<file path="src/hw/rtl/ffba_pkg.sv">
package ffba_pkg;

	localparam int ARENA_BYTES  = 65536;
	localparam int MAX_BLOCKS   = 64;
	localparam int HEADER_BYTES = 32;
	localparam int ALIGN_BYTES  = 8;

	// header rounded up to the alignment
	localparam int HDR        = (HEADER_BYTES + ALIGN_BYTES - 1) / ALIGN_BYTES * ALIGN_BYTES;
	localparam int IDX_W      = $clog2(MAX_BLOCKS);
	localparam int CNT_W      = $clog2(MAX_BLOCKS + 1);
	localparam int GROUP_SIZE = 8;
	localparam int NUM_GROUPS = (MAX_BLOCKS + GROUP_SIZE - 1) / GROUP_SIZE;
	localparam int GRP_IDX_W  = $clog2(GROUP_SIZE);
	localparam int TOP_W      = 17;

	localparam logic [1:0] STATUS_DONE    = 2'd0;
	localparam logic [1:0] STATUS_IGNORED = 2'd1;
	localparam logic [1:0] STATUS_NOSPACE = 2'd2;

	localparam logic CMD_ALLOC = 1'b0;
	localparam logic CMD_FREE  = 1'b1;

	typedef enum logic [1:0] {
		OP_NONE,
		OP_FIT,
		OP_APPEND,
		OP_FREE
	} op_t;

	typedef enum logic [2:0] {
		S_IDLE,
		S_MATCH,
		S_GROUP,
		S_PICK,
		S_APPLY
	} state_t;

	typedef struct packed {
		logic        cmd;
		logic [15:0] req_size;
		logic [15:0] free_address;
	} req_t;

	typedef struct packed {
		logic [15:0] data_address;
		logic [1:0]  status;
		logic [6:0]  block_count;
	} rsp_t;

	typedef struct packed {
		logic [15:0] off;
		logic [15:0] sz;
		logic        fr;
	} entry_t;

	// broadcast from the sequencer to every cell
	typedef struct packed {
		logic             match_en;
		logic             apply_en;
		logic             cmd;
		logic [TOP_W-1:0] asize;
		logic [15:0]      addr;
		op_t              op;
		logic [IDX_W-1:0] t;
		logic             split;
		logic             mleft;
		logic             mright;
		logic [CNT_W-1:0] used;
		logic [TOP_W-1:0] top;
	} cell_ctl_t;

endpackage

</file>
<file path="src/hw/rtl/ffba_group.sv">
module ffba_group (
	input  logic                                             clk,
	input  logic                                             en,
	input  logic [ffba_pkg::MAX_BLOCKS-1:0]                  flags,
	output logic [ffba_pkg::NUM_GROUPS-1:0]                  any,
	output logic [ffba_pkg::NUM_GROUPS-1:0][ffba_pkg::GRP_IDX_W-1:0] inner
);

	localparam int PAD = ffba_pkg::NUM_GROUPS * ffba_pkg::GROUP_SIZE;

	logic [PAD-1:0] padded;
	logic [ffba_pkg::NUM_GROUPS-1:0] any_d;
	logic [ffba_pkg::NUM_GROUPS-1:0][ffba_pkg::GRP_IDX_W-1:0] inner_d;
	logic [ffba_pkg::NUM_GROUPS-1:0] any_q;
	logic [ffba_pkg::NUM_GROUPS-1:0][ffba_pkg::GRP_IDX_W-1:0] inner_q;

	assign padded = PAD'(flags);

	// first set flag inside each group of eight
	always_comb begin
		for (int g = 0; g < ffba_pkg::NUM_GROUPS; g++) begin
			any_d[g]   = 1'b0;
			inner_d[g] = '0;
			for (int k = ffba_pkg::GROUP_SIZE - 1; k >= 0; k--) begin
				if (padded[g * ffba_pkg::GROUP_SIZE + k]) begin
					any_d[g]   = 1'b1;
					inner_d[g] = ffba_pkg::GRP_IDX_W'(k);
				end
			end
		end
	end

	always_ff @(posedge clk) begin
		if (en) begin
			any_q   <= any_d;
			inner_q <= inner_d;
		end
	end

	assign any   = any_q;
	assign inner = inner_q;

endmodule

</file>
<file path="config.mk">
export PLATFORM = sky130hd
export DESIGN_NAME = ffba_group
export DESIGN_NICKNAME = d
export VERILOG_FILES = /design/src/hw/rtl/ffba_pkg.sv /design/src/hw/rtl/ffba_group.sv
export SDC_FILE = /design/constraint.sdc
export NUM_CORES = 1
export LEC_CHECK = 0
export ABC_CLOCK_PERIOD_IN_PS = 1150
export BUFFER_PORTS_ARGS = -buffer_cell sky130_fd_sc_hd__buf_2
export CORE_UTILIZATION = 43
export DETAILED_ROUTE_END_ITERATION = 8
export PLACE_DENSITY = 0.86
export SKIP_CTS_REPAIR_TIMING = 1
export SYNTH_ARGS = -nofsm -noshare
export SYNTH_HDL_FRONTEND = slang
export SYNTH_SLANG_ARGS = --single-unit
export TNS_END_PERCENT = 5
</file>
<file path="constraint.sdc">
create_clock -name clk -period 1.15 [get_ports clk]
set_clock_uncertainty 0.1 [all_clocks]
set_input_delay 0.23 -clock clk [delete_from_list [all_inputs] [get_ports clk]]
set_output_delay 0.23 -clock clk [all_outputs]
set_load 0.05 [all_outputs]
</file>
Word level (Yosys, flattened, before mapping). Index checks and enable logic that the tools add are counted. Widths: inputs -> output; s select.

Mux-type cells: 64. Reductions and logical operators: 24.

Operator list (number): $mux 3 (32); $reduce_or 7->1 (8); $mux 2 (16); $reduce_or 4->1 (8); $mux 1 (16); $reduce_or 2->1 (8).

Register bits after elaboration: 32. Input port bits: 66. Output and inout port bits: 32. Logic and storage cells: 120.

Logic depth before layout (Yosys ltp).
Depth in word-level cells: 7. Depth in mapped cells: 3. Gate-level depth less buffers: 3.

Least setup slack after synthesis. No wires, ideal clock.

Kind: input-to-reg. From: input port flags[29] (netlist bit). To: register inner_q (netlist bit inner[11]) (data pin). Library setup time: 0.255 ns. Arrival: 0.683 ns. Data required time: 0.795 ns. Slack: 0.112 ns. Cell stages on the path: 2. Path buffers: 0. Cell sequence: nor4_2 > and3b_1.

Longest elaborated chain between the ends: 2.

RTL lines: from (decl) (RTL line ffba_group.sv:4) `input logic [ffba_pkg::MAX_BLOCKS-1:0] flags,`; $mux 3 (2 in a row) (RTL line ffba_group.sv:25) `if (padded[g * ffba_pkg::GROUP_SIZE + k]) begin`; to (signal assigned) (RTL line ffba_group.sv:36) `inner_q <= inner_d;`; to (decl) (RTL line ffba_group.sv:15) `logic [ffba_pkg::NUM_GROUPS-1:0][ffba_pkg::GRP_IDX_W-1:0] inner_q;`.

No other way between the ends. A chain may end at the register's enable or synchronous reset.

Worst setup path after layout.
From: register inner_q (netlist bit inner[21]). To: output port inner[21] (netlist bit).

RTL lines: to (decl) (RTL line ffba_group.sv:6) `output logic [ffba_pkg::NUM_GROUPS-1:0][ffba_pkg::GRP_IDX_W-1:0] inner`.

No word-level cell between the ends.

==> flow_metrics.env <==
export IMPL_run_status="complete, but fails checks"
export IMPL_violations="negative setup slack"
export IMPL_io_buffer_count=97
export IMPL_cp_startpoint="inner[21]"
export IMPL_clock_sinks=32
export IMPL_antenna_left=0
export IMPL_tightestPinTransition_ns=0.413
export IMPL_p_leak_uw=0.00108
export IMPL_p_seq_share_pct=46.9
export IMPL_critPathCaptureType="output pin"
export IMPL_root_buffer="clkbuf_8"
export IMPL_setup_violations=22
export IMPL_die_h_um=63.4
export IMPL_dp_hpwl_um=3210
export IMPL_p_clk_share_pct=25.7
export IMPL_rsz0062_at_grt="true"
export IMPL_antenna_cells=0
export IMPL_critPathSlowestCell="edfxtp_1"
export IMPL_finalNonFillerCells=310
export IMPL_cts_htree_levels=2
export IMPL_cts_buffer_depth=2
export IMPL_hold_viol=0
export IMPL_cp_max_fo=1
export IMPL_post_route_period_util_pct=103
export IMPL_grt_pass1_vias=1496
export IMPL_final_setup_tns_ns=-0.370
export IMPL_cp_cell_sequence="buf_2"
export IMPL_crit_family="flip-flops"
export IMPL_syn_area_per_cell_um2=11.3
export IMPL_grt_max_degree=18
export IMPL_place_gp_congestion=0.774
export IMPL_post_route_util_pct=72.1
export IMPL_p_switching_uw=908
export IMPL_grt_pass1_wl_um=6190
export IMPL_seq_area_um2=961
export IMPL_ir_worst_vdd_v=0.000595
export IMPL_routed_wl_um=3930
export IMPL_critical_path_depth=1
export IMPL_multi_input_area_um2=616
export IMPL_hold_class="in -> reg"
export IMPL_drive_gt1_share_pct=47.3
export IMPL_max_cap_violations=0
export IMPL_tritoncts="built"
export IMPL_nFillCells=271
export IMPL_syn_area_um2=1620
export IMPL_p_comb_share_pct=27.4
export IMPL_wl_per_cell_um=12.7
export IMPL_dpl_cell_count=302
export IMPL_syn_nets=210
export IMPL_fmax_mhz=842
export IMPL_slew_violations=0
export IMPL_die_width_um=63.4
export IMPL_drc=0
export IMPL_globalRouteOverflowTotal=0
export IMPL_via_per_inst=5.09
export IMPL_nets=329
export IMPL_ys_seq_area_share_pct=59.3
export IMPL_cp_required_ns=0.82
export IMPL_pin_count=98
export IMPL_slew_headroom_pct=72.1
export IMPL_finalWorstSetupSlack_ns=-0.0370
export IMPL_crit_path_end="inner[21]"
export IMPL_syn_inst=144
export IMPL_powerDensity_nw_per_um2=1200
export IMPL_arrival_ns=0.86
export IMPL_start_util_pct=46.8
export IMPL_intPower_uw=2100
export IMPL_antenna_found_initial=0
export IMPL_ys_ff_latch=32
export IMPL_switching_share_pct=30.2
export IMPL_min_period_ns=1.19
export IMPL_slowest_delay_ns=0.37
export IMPL_start_kind="flop"
export IMPL_core_area_um2=3470
export IMPL_grt_use_total_pct=20.0
export IMPL_synth_cell_types=15
export IMPL_cts_buffers=5
export IMPL_drtIter0Drc=41
export IMPL_hold_ws_ns=0.159
export IMPL_num_rows=21
export IMPL_vias=1579
export IMPL_die_area_um2=4020
export IMPL_dr_pass1_iters=4
export IMPL_worst_path_buf_inv=1
export IMPL_area_growth_pct=54.2
export IMPL_yosysWarnings=0
export IMPL_critPathKind="reg -> out"
export IMPL_clk_pin_slew_ns=0.06
[synth_stat cells]
cell      instances  area [µm²]
a211oi_1          4        30.0
a21boi_0          4        30.0
a21oi_1          16        80.1
and3b_1           4        35.0
edfxtp_1         32         961
inv_1            12        45.0
nand2_1           4        15.0
nand3_1           4        20.0
nor2_1           24        90.1
nor2b_1           8        50.1
nor3b_1           4        30.0
nor4_1            4        25.0
nor4_2            8         100
o21ai_0           8        40.0
o41ai_1           8        70.1
[registers in the layout (all words and copies together), names as in the netlist]
name	count
inner	24
any	8
[cell families (layout without fill, tap and decap cells)]
logic type	count (synthesis)	after routing	synth area share, %
buffers and inverters	12	132	2.78
flip-flops	32	32	59.3
AND/OR/NAND/NOR	60	60	22.5
AO/OA/AOI/OAI	40	40	15.4
[through the flow]
step                      worst slack [ns]  total power [µW]  cell area [µm²]
final                              -0.0370              3010             2500
after detailed placement            -0.126              2190             2300
after CTS                          -0.0748              2950             2380
after global routing               -0.0604              3130             2500
after global placement             -0.0513              2170             2300
after floorplan                      0.112              1840             1620
[worst min-delay path by stage]
stage	startpoint	end	slack, ns	depth (start not counted)
after global placement	flags[52]	any[6]	0.43	3
after floorplan	en	any[0]	0.24	0
after detailed placement	flags[59]	inner[21]	0.44	3
after CTS	flags[59]	inner[21]	0.16	3
final	flags[59]	inner[21]	0.16	3
after global routing	flags[59]	inner[21]	0.17	3
[power groups by stage]
stage	logic, µW	registers [µW]	clock network [µW]
2_1_floorplan	106	1730	0
3_3_place_gp	748	1420	0
3_5_place_dp	764	1420	0
4_1_cts	765	1400	790
5_1_grt	876	1420	839
6_report	825	1410	772
[routing by layer]
metal / GRT usage (%) / wire length [µm] / vias to the layer above
met4: 9.09 / 29 / 0
met5: 0 / 0 / -
met2: 37.8 / 2220 / 58
li1: - / - / 790
met1: 19.9 / 1390 / 727
met3: 5.43 / 291 / 4
[layout by cell type, fill, tap and decap left out]
master    instances
nor4_1            4
and3b_1           4
buf_6            19
inv_1            12
clkbuf_1          2
a21boi_0          4
nor3b_1           4
buf_4            13
o41ai_1           8
a21oi_1          16
o21ai_0           8
clkbuf_8          5
nand2_1           4
buf_12            2
nor4_2            8
clkinv_1          1
edfxtp_1         32
buf_2            78
a211oi_1          4
nor2_1           24
nand3_1           4
nor2b_1           8
[final cells by class]
cell class                 count  area share (%)
clock buffer                   7            3.05
clock inverter                 1           0.150
inverter                      12            1.80
multi-input combinational    100            24.6
sequential                    32            38.4
tap                           46            2.30
timing repair buffer         112            29.7
Note: power is estimated with default switching activity, not from simulation.
