`config.mk`:
```
export PLATFORM = sky130hd
export DESIGN_NAME = ffba_cell
export DESIGN_NICKNAME = d
export VERILOG_FILES = /design/src/hw/rtl/ffba_pkg.sv /design/src/hw/rtl/ffba_cell.sv
export SDC_FILE = /design/constraint.sdc
export NUM_CORES = 1
export LEC_CHECK = 0
export BUFFER_PORTS_ARGS = -buffer_cell sky130_fd_sc_hd__clkbuf_2
export CAP_MARGIN = 20
export CORE_ASPECT_RATIO = 1.4
export CORE_MARGIN = 3
export CORE_UTILIZATION = 35
export CTS_CLUSTER_SIZE = 30
export DETAILED_ROUTE_END_ITERATION = 12
export HOLD_SLACK_MARGIN = 0.06
export PLACE_DENSITY = 0.56
export SYNTH_ARGS = -nofsm -noshare
export SYNTH_HDL_FRONTEND = slang
export SYNTH_SLANG_ARGS = --single-unit
```
`constraint.sdc`:
```
create_clock -name clk -period 12.13 [get_ports clk]
set_input_delay 3.639 -clock clk [delete_from_list [all_inputs] [get_ports clk]]
set_output_delay 3.639 -clock clk [all_outputs]
set_load 0.01 [all_outputs]
```
`src/hw/rtl/ffba_pkg.sv`:
```
package ffba_pkg;

	localparam int ARENA_BYTES  = 65536;
	localparam int MAX_BLOCKS   = 64;
	localparam int HEADER_BYTES = 32;
	localparam int ALIGN_BYTES  = 8;

	// header rounded up to the alignment
	localparam int HDR        = (HEADER_BYTES + ALIGN_BYTES - 1) / ALIGN_BYTES * ALIGN_BYTES;
	localparam int IDX_W      = $clog2(MAX_BLOCKS);
	localparam int CNT_W      = $clog2(MAX_BLOCKS + 1);
	localparam int GROUP_SIZE = 8;
	localparam int NUM_GROUPS = (MAX_BLOCKS + GROUP_SIZE - 1) / GROUP_SIZE;
	localparam int GRP_IDX_W  = $clog2(GROUP_SIZE);
	localparam int TOP_W      = 17;

	localparam logic [1:0] STATUS_DONE    = 2'd0;
	localparam logic [1:0] STATUS_IGNORED = 2'd1;
	localparam logic [1:0] STATUS_NOSPACE = 2'd2;

	localparam logic CMD_ALLOC = 1'b0;
	localparam logic CMD_FREE  = 1'b1;

	typedef enum logic [1:0] {
		OP_NONE,
		OP_FIT,
		OP_APPEND,
		OP_FREE
	} op_t;

	typedef enum logic [2:0] {
		S_IDLE,
		S_MATCH,
		S_GROUP,
		S_PICK,
		S_APPLY
	} state_t;

	typedef struct packed {
		logic        cmd;
		logic [15:0] req_size;
		logic [15:0] free_address;
	} req_t;

	typedef struct packed {
		logic [15:0] data_address;
		logic [1:0]  status;
		logic [6:0]  block_count;
	} rsp_t;

	typedef struct packed {
		logic [15:0] off;
		logic [15:0] sz;
		logic        fr;
	} entry_t;

	// broadcast from the sequencer to every cell
	typedef struct packed {
		logic             match_en;
		logic             apply_en;
		logic             cmd;
		logic [TOP_W-1:0] asize;
		logic [15:0]      addr;
		op_t              op;
		logic [IDX_W-1:0] t;
		logic             split;
		logic             mleft;
		logic             mright;
		logic [CNT_W-1:0] used;
		logic [TOP_W-1:0] top;
	} cell_ctl_t;

endpackage

```
`src/hw/rtl/ffba_cell.sv`:
```
module ffba_cell (
	input  logic                      clk,
	input  logic [ffba_pkg::IDX_W-1:0] idx,
	input  ffba_pkg::cell_ctl_t       ctl,
	input  ffba_pkg::entry_t          left,
	input  ffba_pkg::entry_t          right1,
	input  ffba_pkg::entry_t          right2,
	output ffba_pkg::entry_t          ent,
	output logic                      match,
	output logic                      split
);

	ffba_pkg::entry_t ent_q;
	ffba_pkg::entry_t ent_d;
	logic             match_q;
	logic             split_q;
	logic             valid;
	logic [ffba_pkg::CNT_W-1:0] idx_c;
	logic [ffba_pkg::CNT_W-1:0] t_c;
	logic [ffba_pkg::TOP_W:0]   need;

	assign idx_c = ffba_pkg::CNT_W'(idx);
	assign t_c   = ffba_pkg::CNT_W'(ctl.t);
	assign valid = idx_c < ctl.used;
	assign need  = {1'b0, ctl.asize} + (ffba_pkg::TOP_W+1)'(ffba_pkg::HDR + ffba_pkg::ALIGN_BYTES);

	// local compare against the request
	always_ff @(posedge clk) begin
		if (ctl.match_en) begin
			if (ctl.cmd == ffba_pkg::CMD_ALLOC) begin
				match_q <= valid && ent_q.fr && ({1'b0, ent_q.sz} >= ctl.asize);
			end else begin
				match_q <= valid && (ent_q.off == ctl.addr);
			end
			split_q <= {2'b00, ent_q.sz} >= need;
		end
	end

	// table update: split, append, merge and shifts
	always_comb begin
		ent_d = ent_q;
		unique case (ctl.op)
			ffba_pkg::OP_FIT: begin
				if (idx_c == t_c) begin
					if (ctl.split) ent_d.sz = ctl.asize[15:0];
					ent_d.fr = 1'b0;
				end else if (ctl.split && idx_c == t_c + 1'b1) begin
					ent_d.off = left.off + ctl.asize[15:0] + 16'(ffba_pkg::HDR);
					ent_d.sz  = left.sz - ctl.asize[15:0] - 16'(ffba_pkg::HDR);
					ent_d.fr  = 1'b1;
				end else if (ctl.split && idx_c > t_c + 1'b1) begin
					ent_d = left;
				end
			end
			ffba_pkg::OP_APPEND: begin
				if (idx_c == ctl.used) begin
					ent_d.off = ctl.top[15:0];
					ent_d.sz  = ctl.asize[15:0];
					ent_d.fr  = 1'b0;
				end
			end
			ffba_pkg::OP_FREE: begin
				if (ctl.mleft) begin
					if (idx_c + 1'b1 == t_c) begin
						ent_d.sz = ent_q.sz + right1.sz + 16'(ffba_pkg::HDR)
							+ (ctl.mright ? right2.sz + 16'(ffba_pkg::HDR) : 16'd0);
						ent_d.fr = 1'b1;
					end else if (idx_c >= t_c) begin
						ent_d = ctl.mright ? right2 : right1;
					end
				end else begin
					if (idx_c == t_c) begin
						ent_d.sz = ent_q.sz + (ctl.mright ? right1.sz + 16'(ffba_pkg::HDR) : 16'd0);
						ent_d.fr = 1'b1;
					end else if (ctl.mright && idx_c > t_c) begin
						ent_d = right1;
					end
				end
			end
			default: ;
		endcase
	end

	always_ff @(posedge clk) begin
		if (ctl.apply_en) begin
			ent_q <= ent_d;
		end
	end

	assign ent   = ent_q;
	assign match = match_q;
	assign split = split_q;

endmodule

```
Yosys cells after proc, flatten, opt, wreduce, memory -nomap -nowiden --
Cells that the tools add are included.
Storage, ports and cells: flip-flop bits (word level) 35, input bits 177, output and inout port bits 35, word-level logic and storage cells 71
Cells by class: add/subtract/negate cells 13, magnitude comparators 6, equal/unequal tests 19, multiplexer cells 18, reductions and logical operators 10
Operator list (count):
- 33-bit two-way mux | 7
- 33-bit case mux with 3 select lines | 1
- 16-bit two-way mux | 6
- 16-bit adder | 4
- 16-bit by 6-bit adder with 16-bit output, second input constant | 4
- 17-bit two-way mux | 3
- 17-bit by 6-bit adder with 18-bit output, second input constant | 1
- 16-bit by 18-bit greater-or-equal comparator with 1-bit output | 1
- 3-bit != test, second input constant | 6
- 16-bit by 17-bit greater-or-equal comparator with 1-bit output | 1
- 16-bit equality test | 1
- 16-bit subtractor | 1
- 16-bit by 6-bit subtractor with 16-bit output, second input constant | 1
- 6-bit by 1-bit adder with 7-bit output, second input constant | 2
- 6-bit by 7-bit equality test with 1-bit output | 2
- 4-bit != test, second input constant | 3
- 9-bit AND reduction | 1
- 7-bit by 6-bit equality test with 1-bit output | 1
- 6-bit by 7-bit > comparator with 1-bit output | 1
- 6-bit by 7-bit < comparator with 1-bit output | 1
- 7-bit AND reduction | 1
- 6-bit equality test | 1
- 6-bit greater-or-equal comparator | 1
- 6-bit > comparator | 1
- other kinds (7) | 14

Longest topological paths before layout --
Gate-level depths: netlist of the first run.
depth after elaboration 7, depth in mapped cells 18, mapped depth without buffers 15

Worst setup path before layout of the first run --
No wires, ideal clock.
path type input-to-reg, start point input idx[0] in the netlist's numbering, end point register ent_q (netlist bit ent[17]) (enable), library setup time 0.478 ns, arrival 7.636 ns, data required time 11.652 ns, path slack 4.017 ns, stages on the path 9, path buffers 2, path through ha_1 > and2_1 > a211o_1 > a31oi_1 > or4_1 > buf_2 > buf_2 > mux2i_1 > a2111oi_0
On the way: word-level cells in the longest chain between the ends 4, elaborated cells between the ends (all ways) 19, those cells by class add/sub (1); order compare (3); eq/ne (11); reduce/logical (4)
RTL lines:
- start: declaration | line ffba_cell.sv:3 | input logic [ffba_pkg::IDX_W-1:0] idx,
- 6-bit by 1-bit adder with 7-bit output (tied with other cells) | line ffba_cell.sv:64 | if (idx_c + 1'b1 == t_c) begin
- 7-bit by 6-bit equality test with 1-bit output (tied with other cells) | line ffba_cell.sv:64
- 3-bit != test (no source line)
- 9-bit AND reduction (no source line) (*)
- end signal: assignment | line ffba_cell.sv:86 | ent_q <= ent_d;
- end: declaration | line ffba_cell.sv:13 | ffba_pkg::entry_t ent_q;
Every way passes the cells marked *; elsewhere a longest branch is shown, timed or not. A chain may end at the register's enable or synchronous reset.

==> run_results.csv, run 1 <==
group,metric,value,unit
run_status,status,"completed",
clocking,cts_setup_buffers,0,
timing,report.final.slew_viol_count,0,
critical_path,r2r_cells,13,
clocking,holdBufCountCts,0,
synth,synth_largest_area_cell,"ha_1",
floorplan,dieWidth,138,um
critical_path,worstSetupStartpointType,"primary input",
detailed_routing,routed_wl,28300,um
clocking,cts-root-buf,"clkbuf_16",
critical_path,reg2reg_to,"ent[16]$_DFFE_PP_",
floorplan,boundaryPins,212,
detailed_routing,drtIter0Drc,375,
clocking,cts.clk_slew.worst_paths,0.06,ns
critical_path,r2r-start,"ent[5]$_DFFE_PP_",
timing,fin_crit,7.57,ns
synth,syn_avg_cell_area,7.64,um2
timing,tightestPinTransition,0.886,ns
critical_path,crit_path_end_kind,"register",
power,cellPowerDensity,75.8,nW/um2
detailed_routing,dr.pass1.iters,4,
synth,ys.flop_type,"edfxtp_1",
global_routing,antenna_found_initial,0,
hold_path,min_delay_path_depth,3,
final_layout,area_growth_syn_to_layout,17.8,%
critical_path,crit_required,12.17,ns
clocking,cts_resized,0,
power,peakVddDrop,0.0000452,V
global_routing,overflow,0,
timing,maxSlewHeadroom,0.408,
synth,netlist_top_cells_area,"ha_1 (22%), edfxtp_1 (12%), xnor2_1 (8.2%)",
global_routing,grt_pass1_wl,44500,um
clocking,clk_latency,0.29,ns
detailed_routing,vias_per_cell,5.33,
hold_path,min_from,"ent[32]$_DFFE_PP_",
place,gp_congestion,0.938,
timing,setup_viol,0,
critical_path,cp_max_fo,45,
synth,synth-edff-count,35,
timing,clock_skew,0.00998,ns
final_layout,finalNetCount,1653,
final_layout,drive_above_1_share,0.183,
clocking,cts-buffers-inserted,5,
timing,fmax,0.132,GHz
synth,synth_top_area_share,0.223,
flow_run,cap_viol_max_count,0,
global_routing,grt_pass1_vias,8550,
final_layout,num_antenna_cells,0,
synth,syn_inst,1116,
critical_path,r2r_setup_slack,8.08,ns
global_routing,grt_max_degree,48,
floorplan,start_util,0.356,
synth,ys_types,65,
critical_path,arrival,7.60,ns
clocking,cts_tree,"done",
timing,fin_tns_setup,0,ns
timing,hold_viol,0,
critical_path,crit_type,"in -> reg",
timing,fin_hold_ws,0.914,ns
synth,yosysWarnings,0,
hold_path,holdPathEnd,"match$_DFFE_PP_",
detailed_routing,wl_per_cell,17.5,um
detailed_routing,dr_total_vias,8612,
clocking,clockBufferDepth,2,
floorplan,die_area,26300,um2
detailed_routing,drc,0,
floorplan,rows,67,
timing,period_share,0.624,
timing,rsz0062_at_grt,"false",
synth,async_flop_share,0,
synth,synth-seq-area-share,0.123,
power,power.leakage,0.00493,uW
global_routing,track_usage,0.215,
detailed_routing,ant_nets,0,
clocking,clock_sinks,35,
synth,synth-seq-cells,35,
place,portBuffers,210,
synth,syn-num-nets,1464,
floorplan,die_h,191,um
synth,synth_area,8530,um2
floorplan,coreArea,24000,um2
clocking,ctsHtreeMaxLevel,2,
place,dp_hpwl,24000,um
hold_path,min_path_type,"reg -> reg",
==> cell usage after synthesis (17+ instances only) <==
master	n
o21ai_0	68
nor2_1	70
nor3_1	19
a21o_1	21
edfxtp_1	35
clkbuf_1	32
nand2_1	85
a21oi_1	75
inv_1	135
xor2_1	22
mux2i_1	17
fa_1	19
nand3_1	73
ha_1	152
xnor2_1	80
==> layout make-up <==
type	count	area [um2]
clock inverter	3	23.8
inverter	135	507
multi-input combinational	908	6830
timing repair buffer	220	1130
clock buffer	5	125
fill	2538	13900
tap	310	388
sequential	35	1050
==> metal layers <==
metal,wire length [um],vias up,global-route usage
li1,-,4385,-
met1,11600,3973,0.257
met2,14700,219,0.401
met3,1200,35,0.0172
met4,809,0,0.0646
met5,0,-,0
==> worst max-delay path, stage by stage <==
cell,delay [ns]
clkbuf_2,0.08
buf_4,0.42
inv_1,0.44
nor2_1,0.23
fa_1,0.44
ha_1,0.36
a21oi_1,0.17
o22ai_1,0.15
or4_1,0.54
a41oi_1,0.34
o21ai_0,0.17
xnor2_1,0.22
a221oi_2,0.11
a221o_1,0.28
==> cells by family after synthesis <==
| group | count (synthesis) | share of synthesized area |
|---|---|---|
| buffers and inverters | 173 | 0.0776 |
| multiplexers | 17 | 0.0199 |
| XOR/XNOR | 102 | 0.105 |
| AO/OA/AOI/OAI | 290 | 0.222 |
| flip-flops | 35 | 0.123 |
| adder cells (fa/ha/maj) | 171 | 0.268 |
| AND/OR/NAND/NOR | 328 | 0.185 |
==> cell usage in the layout (no fill, tap or decap), types with 3 or more instances in the layout <==
cell type	synthesis	routed
a211oi_1	14	13
a21boi_0	3	3
a21o_1	21	21
a21oi_1	75	75
a221o_1	6	6
a31oi_1	12	12
and2_1	9	9
and3_1	8	8
and4b_1	3	3
buf_4	0	10
clkbuf_16	0	5
clkbuf_2	0	210
edfxtp_1	35	35
fa_1	19	19
ha_1	152	152
inv_1	135	135
mux2i_1	17	17
nand2_1	85	85
nand2b_1	9	9
nand3_1	73	73
nand4_1	13	13
nor2_1	70	69
nor2b_1	10	10
nor3_1	19	19
nor3b_1	3	3
nor4_1	4	4
o2111ai_1	4	4
o211ai_1	15	15
o21a_1	14	14
o21ai_0	68	68
o21bai_1	6	6
o221ai_1	9	9
o22ai_1	6	6
o31ai_1	8	8
or2_2	3	3
or3_1	6	6
or4_1	6	6
xnor2_1	80	80
xor2_1	22	22
==> state kept, by name, summed over array words and instances (netlist names) <==
register  flops
split         1
ent          33
match         1
==> worst max path at each step <==
stage                        endpoint  slack (ns)  startpoint  cells after the start
floorplan           ent[17]$_DFFE_PP_        4.02      idx[0]                      9
detailed placement  ent[16]$_DFFE_PP_        4.27     ctl[24]                     14
finish              ent[16]$_DFFE_PP_        4.56     ctl[24]                     14
CTS                 ent[16]$_DFFE_PP_        4.56     ctl[24]                     14
global route        ent[16]$_DFFE_PP_        4.28     ctl[24]                     14
global placement    ent[16]$_DFFE_PP_        4.28     ctl[24]                     14
==> per-stage QoR <==
step | util | cells | setup slack [ns] | cell area (um2) | total power, uW
after floorplan | - | 1116 | 4.02 | 8530 | 491
after global placement | 0.413 | 1608 | 4.28 | 9900 | 623
after detailed placement | 0.413 | 1608 | 4.27 | 9900 | 629
after CTS | 0.419 | 1616 | 4.56 | 10100 | 768
after global routing | 0.419 | 1616 | 4.28 | 10100 | 835
final | 0.419 | 1616 | 4.56 | 10100 | 762
==> power breakdown <==
part	switching [uW]	leakage [uW]	internal (uW)
Clock	58.0	0.0000664	76.9
Combinational	257	0.00454	208
Sequential	14.8	0.000324	147
Power figures use the tool's default switching activity.
==> inputs of run 2 (changes only) <==
Settings changed: ABC_AREA from default to 1, PLACE_DENSITY 0.56 to 0.58.
Clock period 12.13 ns to 6.9 ns, I/O delays scaled along.
==> run_results.csv, run 2 <==
group,metric,value,unit
run_status,status,"completed",
synth,yosysMostFrequentCell,"nand2_1",
synth,synth_top_area_share,0.195,
global_routing,track_usage,0.223,
final_layout,num_antenna_cells,0,
global_routing,grt_pass1_vias,10698,
floorplan,boundaryPins,212,
clocking,clockBufferDepth,2,
timing,rsz0062_at_grt,"false",
critical_path,worstSetupStartpoint,"ctl[24]",
final_layout,area_growth_syn_to_layout,15.7,%
critical_path,crit_required,6.93,ns
floorplan,rows,71,
power,p_clk_frac,0.149,
clocking,clock_sinks,35,
clocking,cts.clk_slew.worst_paths,0.05,ns
power,power.leakage,0.00627,uW
synth,synth-seq-cells,35,
place,portBuffers,210,
synth,synth-seq-area-share,0.108,
power,cellPowerDensity,128,nW/um2
synth,ys.flop_type,"edfxtp_1",
synth,syn-num-nets,1945,
final_layout,final_common_cell,"nand2_1",
clocking,cts-root-buf,"clkbuf_16",
global_routing,antenna_found_initial,2,
place,dp_hpwl,29600,um
synth,yosysWarnings,0,
global_routing,use_met1,0.268,
synth,ys_types,53,
synth,netlist_top_cells_area,"ha_1 (19%), nand2_1 (16%), edfxtp_1 (11%)",
flow_run,cap_viol_max_count,0,
detailed_routing,dr_total_vias,10898,
critical_path,worstSetupStartpointType,"primary input",
floorplan,start_util,0.359,
timing,fin_tns_setup,0,ns
clocking,ctsHtreeMaxLevel,2,
power,switching_share,0.480,
critical_path,r2r_cells,17,
final_layout,drive_above_1_share,0.141,
timing,setup_viol,0,
timing,hold_viol,0,
timing,tightestPinTransition,1.04,ns
critical_path,arrival,5.67,ns
critical_path,crit_type,"in -> reg",
final_layout,final_cell_mix,"nand2_1 (422), inv_1 (266), clkbuf_2 (210)",
clocking,cts-buffers-inserted,5,
global_routing,top_usage_layer,"met2",
global_routing,grt_pass1_wl,53800,um
synth,synth_area,9760,um2
synth,yosys-top-cells-count,"nand2_1 (422), inv_1 (266), ha_1 (152)",
power,p_seq_frac,0.200,
power,p_switching,695,uW
floorplan,dieWidth,147,um
detailed_routing,drc,0,
global_routing,overflow,0,
synth,async_flop_share,0,
detailed_routing,routed_wl,34600,um
final_layout,fin_util,0.416,
critical_path,cp_max_fo,19,
floorplan,die_area,30000,um2
detailed_routing,drtIter0Drc,506,
clocking,cts_resized,0,
critical_path,r2r_setup_slack,3.46,ns
final_layout,largest_reg_flops,33,
clocking,cts_setup_buffers,0,
power,power.internal,752,uW
power,combPwrFrac,0.652,
timing,period_share,0.818,
global_routing,grt_max_degree,45,
critical_path,crit_path_end_kind,"register",
detailed_routing,ant_nets,0,
hold_path,min_path_type,"reg -> reg",
critical_path,reg2reg_to,"ent[16]$_DFFE_PP_",
power,peakVddDrop,0.0000742,V
final_layout,finalNetCount,2137,
global_routing,grtUsageMet2,0.422,
place,gp_congestion,0.949,
detailed_routing,wl_per_cell,16.0,um
hold_path,min_delay_path_depth,4,
clocking,cts_tree,"done",
clocking,clk_latency,0.28,ns
clocking,holdBufCountCts,0,
floorplan,die_h,204,um
synth,syn_inst,1597,
final_layout,regArea,1050,um2
floorplan,coreArea,27200,um2
synth,synth_largest_area_cell,"ha_1",
timing,report.final.slew_viol_count,0,
detailed_routing,dr.pass1.iters,5,
final_layout,multi_input_area,7530,um2
global_routing,met3_usage,0.0162,
detailed_routing,vias_per_cell,5.06,
synth,synth-edff-count,35,
final_layout,n_fill_cell,3088,
synth,syn_avg_cell_area,6.11,um2
hold_path,holdPathEnd,"match$_DFFE_PP_",
critical_path,r2r-start,"ent[5]$_DFFE_PP_",
hold_path,min_from,"ent[0]$_DFFE_PP_",
timing,clock_skew,0.00247,ns
timing,maxSlewHeadroom,0.301,
timing,fmax,0.177,GHz
timing,fin_crit,5.65,ns
-- run 2: cell types whose count changed in the layout (fill, tap and decap cells not counted), moves of 10 or more --
cell	change
nor2_1	+81
mux2i_1	-17
xnor2_1	-53
a211oi_1	-11
nand4_1	+18
nand2_1	+337
o21a_1	-13
nor2b_1	-10
o21ai_0	+26
a21oi_1	+30
inv_1	+131
nand3_1	+42
a21o_1	-14
-- run 2: stage by stage --
step                      hold WS [ns]  power (uW)  cell area (um2)  std cells  worst slack [ns]
after floorplan                  0.735         944             9760       1597              1.80
after global placement           0.821        1220            11200       2147             0.941
after detailed placement         0.821        1230            11200       2147             0.936
after CTS                        0.837        1450            11300       2155              1.24
after global routing             0.903        1590            11300       2155             0.927
final                            0.836        1450            11300       2155              1.25
-- run 2: worst max-delay path, cell delays in order --
cell,delay (ns)
clkbuf_2,0.35
clkinv_1,0.64
a21oi_1,0.28
o21ai_0,0.14
fa_1,0.49
inv_1,0.04
ha_1,0.28
ha_1,0.38
nand2_1,0.11
a21oi_1,0.06
nor2_1,0.09
nand2_1,0.06
nor2_1,0.24
nand3_1,0.11
nand3_1,0.09
nand2_1,0.06
nand3_1,0.10
nand2_1,0.06
-- run 2: cell type report --
class                   count  share of cell area
inverters                 271              0.0900
flip-flops and latches     35              0.0930
multi-input cells        1259               0.666
clock inverters             2             0.00111
repair buffers            217              0.0977
clock buffers               6              0.0114
well taps                 365              0.0404
-- run 2: layer usage --
metal / routed length, um / up-vias
met5: 31 / -
met4: 959 / 4
met3: 1280 / 52
met2: 17700 / 226
met1: 14600 / 4997
li1: - / 5619
-- run 2: cell families (layout without fill, tap and decap cells) --
kind of cell,count (synthesis),count (layout),share of synthesized area
buf+inv,303,496,0.121
simple gates,770,770,0.335
compound gates,265,265,0.155
flops,35,35,0.108
fa+ha+maj,171,171,0.234
xor+xnor,53,53,0.0475
-- run 2: how the worst max path moves through the flow --
stage	endpoint	slack [ns]	cells past startpoint
after floorplan	ent[16]$_DFFE_PP_	1.80	20
after global placement	ent[16]$_DFFE_PP_	0.94	18
after detailed placement	ent[16]$_DFFE_PP_	0.94	18
after CTS	ent[16]$_DFFE_PP_	1.24	18
after global routing	ent[16]$_DFFE_PP_	0.93	18
final	ent[16]$_DFFE_PP_	1.25	18
-- run 2: power by group through the flow --
stage                     sequential [uW]  combinational (uW)  clock, uW
after global routing                  291                1080        224
after CTS                             289                 944        220
final                                 289                 943        215
after detailed placement              293                 937          0
after global placement                293                 932          0
after floorplan                       288                 656          0
==> inputs of run 3 (changes only) <==
Settings changed: ABC_AREA 1 to 0.
Clock period 6.9 ns to 5.1 ns, I/O delays scaled along.
==> run_results.csv, run 3 (same netlist as run 1, synthesis figures left out) <==
group,metric,value,unit
global_routing,antenna_found_initial,1,
detailed_routing,drtIter0Drc,360,
floorplan,coreArea,24000,um2
run_status,status,"completed",
power,p_seq_frac,0.205,
global_routing,grt_pass1_vias,8851,
place,portBuffers,210,
clocking,cts-root-buf,"clkbuf_16",
final_layout,largest_reg_flops,33,
clocking,clockBufferDepth,2,
hold_path,min_path_type,"reg -> reg",
timing,fmax,0.207,GHz
power,switching_share,0.432,
global_routing,grt_pass1_wl,45300,um
timing,rsz0062_at_grt,"false",
power,p_switching,809,uW
final_layout,final_cell_mix,"clkbuf_2 (210), ha_1 (151), inv_1 (135)",
final_layout,final_cell_area,10300,um2
timing,period_share,0.948,
final_layout,drive_above_1_share,0.204,
floorplan,die_area,26300,um2
floorplan,start_util,0.356,
global_routing,grt_max_degree,45,
clocking,cts.clk_slew.worst_paths,0.07,ns
detailed_routing,wl_per_cell,17.7,um
timing,setup_viol,0,
final_layout,n_fill_cell,2551,
floorplan,dieWidth,138,um
final_layout,finalNetCount,1681,
clocking,cts_resized,0,
critical_path,r2r_cells,13,
power,peakVddDrop,0.000113,V
place,pre_cts_ws,-0.0172,ns
critical_path,arrival,4.87,ns
timing,tightestPinTransition,0.786,ns
power,cellPowerDensity,181,nW/um2
detailed_routing,dr_total_vias,8806,
global_routing,overflow,0,
critical_path,crit_required,5.13,ns
timing,fin_crit,4.84,ns
floorplan,die_h,191,um
timing,setup_slack,0.264,ns
clocking,cts_tree,"done",
clocking,clk_latency,0.29,ns
power,combPwrFrac,0.621,
timing,fin_tns_setup,0,ns
timing,maxSlewHeadroom,0.469,
timing,report.final.slew_viol_count,0,
place,gp_congestion,0.913,
critical_path,crit_path_end_kind,"register",
detailed_routing,routed_wl,29200,um
floorplan,rows,67,
power,p_clk_frac,0.174,
place,placed_area,10200,um2
clocking,clock_sinks,35,
place,dp_hpwl,25100,um
final_layout,regArea,1050,um2
critical_path,crit_type,"in -> reg",
clocking,holdBufCountCts,0,
detailed_routing,vias_per_cell,5.35,
detailed_routing,drc,0,
power,power.leakage,0.00508,uW
global_routing,track_usage,0.219,
detailed_routing,ant_nets,0,
hold_path,min_delay_path_depth,3,
final_layout,fin_util,0.431,
critical_path,worstSetupStartpointType,"primary input",
clocking,cts_setup_buffers,0,
power,power.internal,1060,uW
clocking,cts-buffers-inserted,5,
timing,hold_viol,0,
final_layout,final_common_cell,"clkbuf_2",
timing,fin_hold_ws,0.913,ns
timing,clock_skew,0.00913,ns
floorplan,boundaryPins,212,
final_layout,multi_input_area,6870,um2
detailed_routing,dr.pass1.iters,7,
critical_path,cp_max_fo,3,
flow_run,cap_viol_max_count,0,
clocking,ctsHtreeMaxLevel,2,
final_layout,area_growth_syn_to_layout,21.0,%
-- run 3: final timing paths --
path | start | to | slack (ns)
setup reg to reg | ent[5]$_DFFE_PP_ | ent[16]$_DFFE_PP_ | 1.34
setup / recovery | right2[6] | ent[16]$_DFFE_PP_ | 0.26
hold / removal | ent[32]$_DFFE_PP_ | match$_DFFE_PP_ | 0.91
hold reg to reg | ent[32]$_DFFE_PP_ | match$_DFFE_PP_ | 0.91
-- run 3: final cells by class --
| type | instances | share of cell area |
|---|---|---|
| multi-input combinational | 908 | 0.665 |
| clock inverter | 3 | 0.00230 |
| clock buffer | 5 | 0.0121 |
| tap | 310 | 0.0376 |
| antenna | 1 | 0.000242 |
| inverter | 135 | 0.0491 |
| timing repair buffer | 248 | 0.132 |
| sequential | 35 | 0.102 |
-- run 3: per-layer routing --
layer  share of wire  track usage  up-vias
li1                -            -     4433
met3           0.040       0.0172       50
met4           0.040       0.0802        0
met2            0.52        0.413      246
met1            0.40        0.254     4077
met5               0            0        -
-- run 3: per-stage QoR --
step,total power [uW],cells
global route,2040,1645
CTS,1880,1644
floorplan,1180,1116
detailed placement,1550,1636
global placement,1530,1636
finish,1870,1645
-- run 3: power groups by stage --
stage                     clock network (uW)  registers [uW]  logic [uW]
final                                    326             384        1160
after global routing                     342             388        1310
after CTS                                333             385        1170
after detailed placement                   0             390        1160
after global placement                     0             391        1140
after floorplan                            0             389         796
-- run 3: critical path: stages --
cell and delay (ns):
clkbuf_2 0.11, ha_1 0.23, xor2_1 0.14, nand2_1 0.08, fa_1 0.49, inv_1 0.04
ha_1 0.28, ha_2 0.19, or3_4 0.37, or4_4 0.50, a41oi_2 0.20, o21ai_1 0.12
xnor2_1 0.18, a221oi_2 0.11, a221o_1 0.29
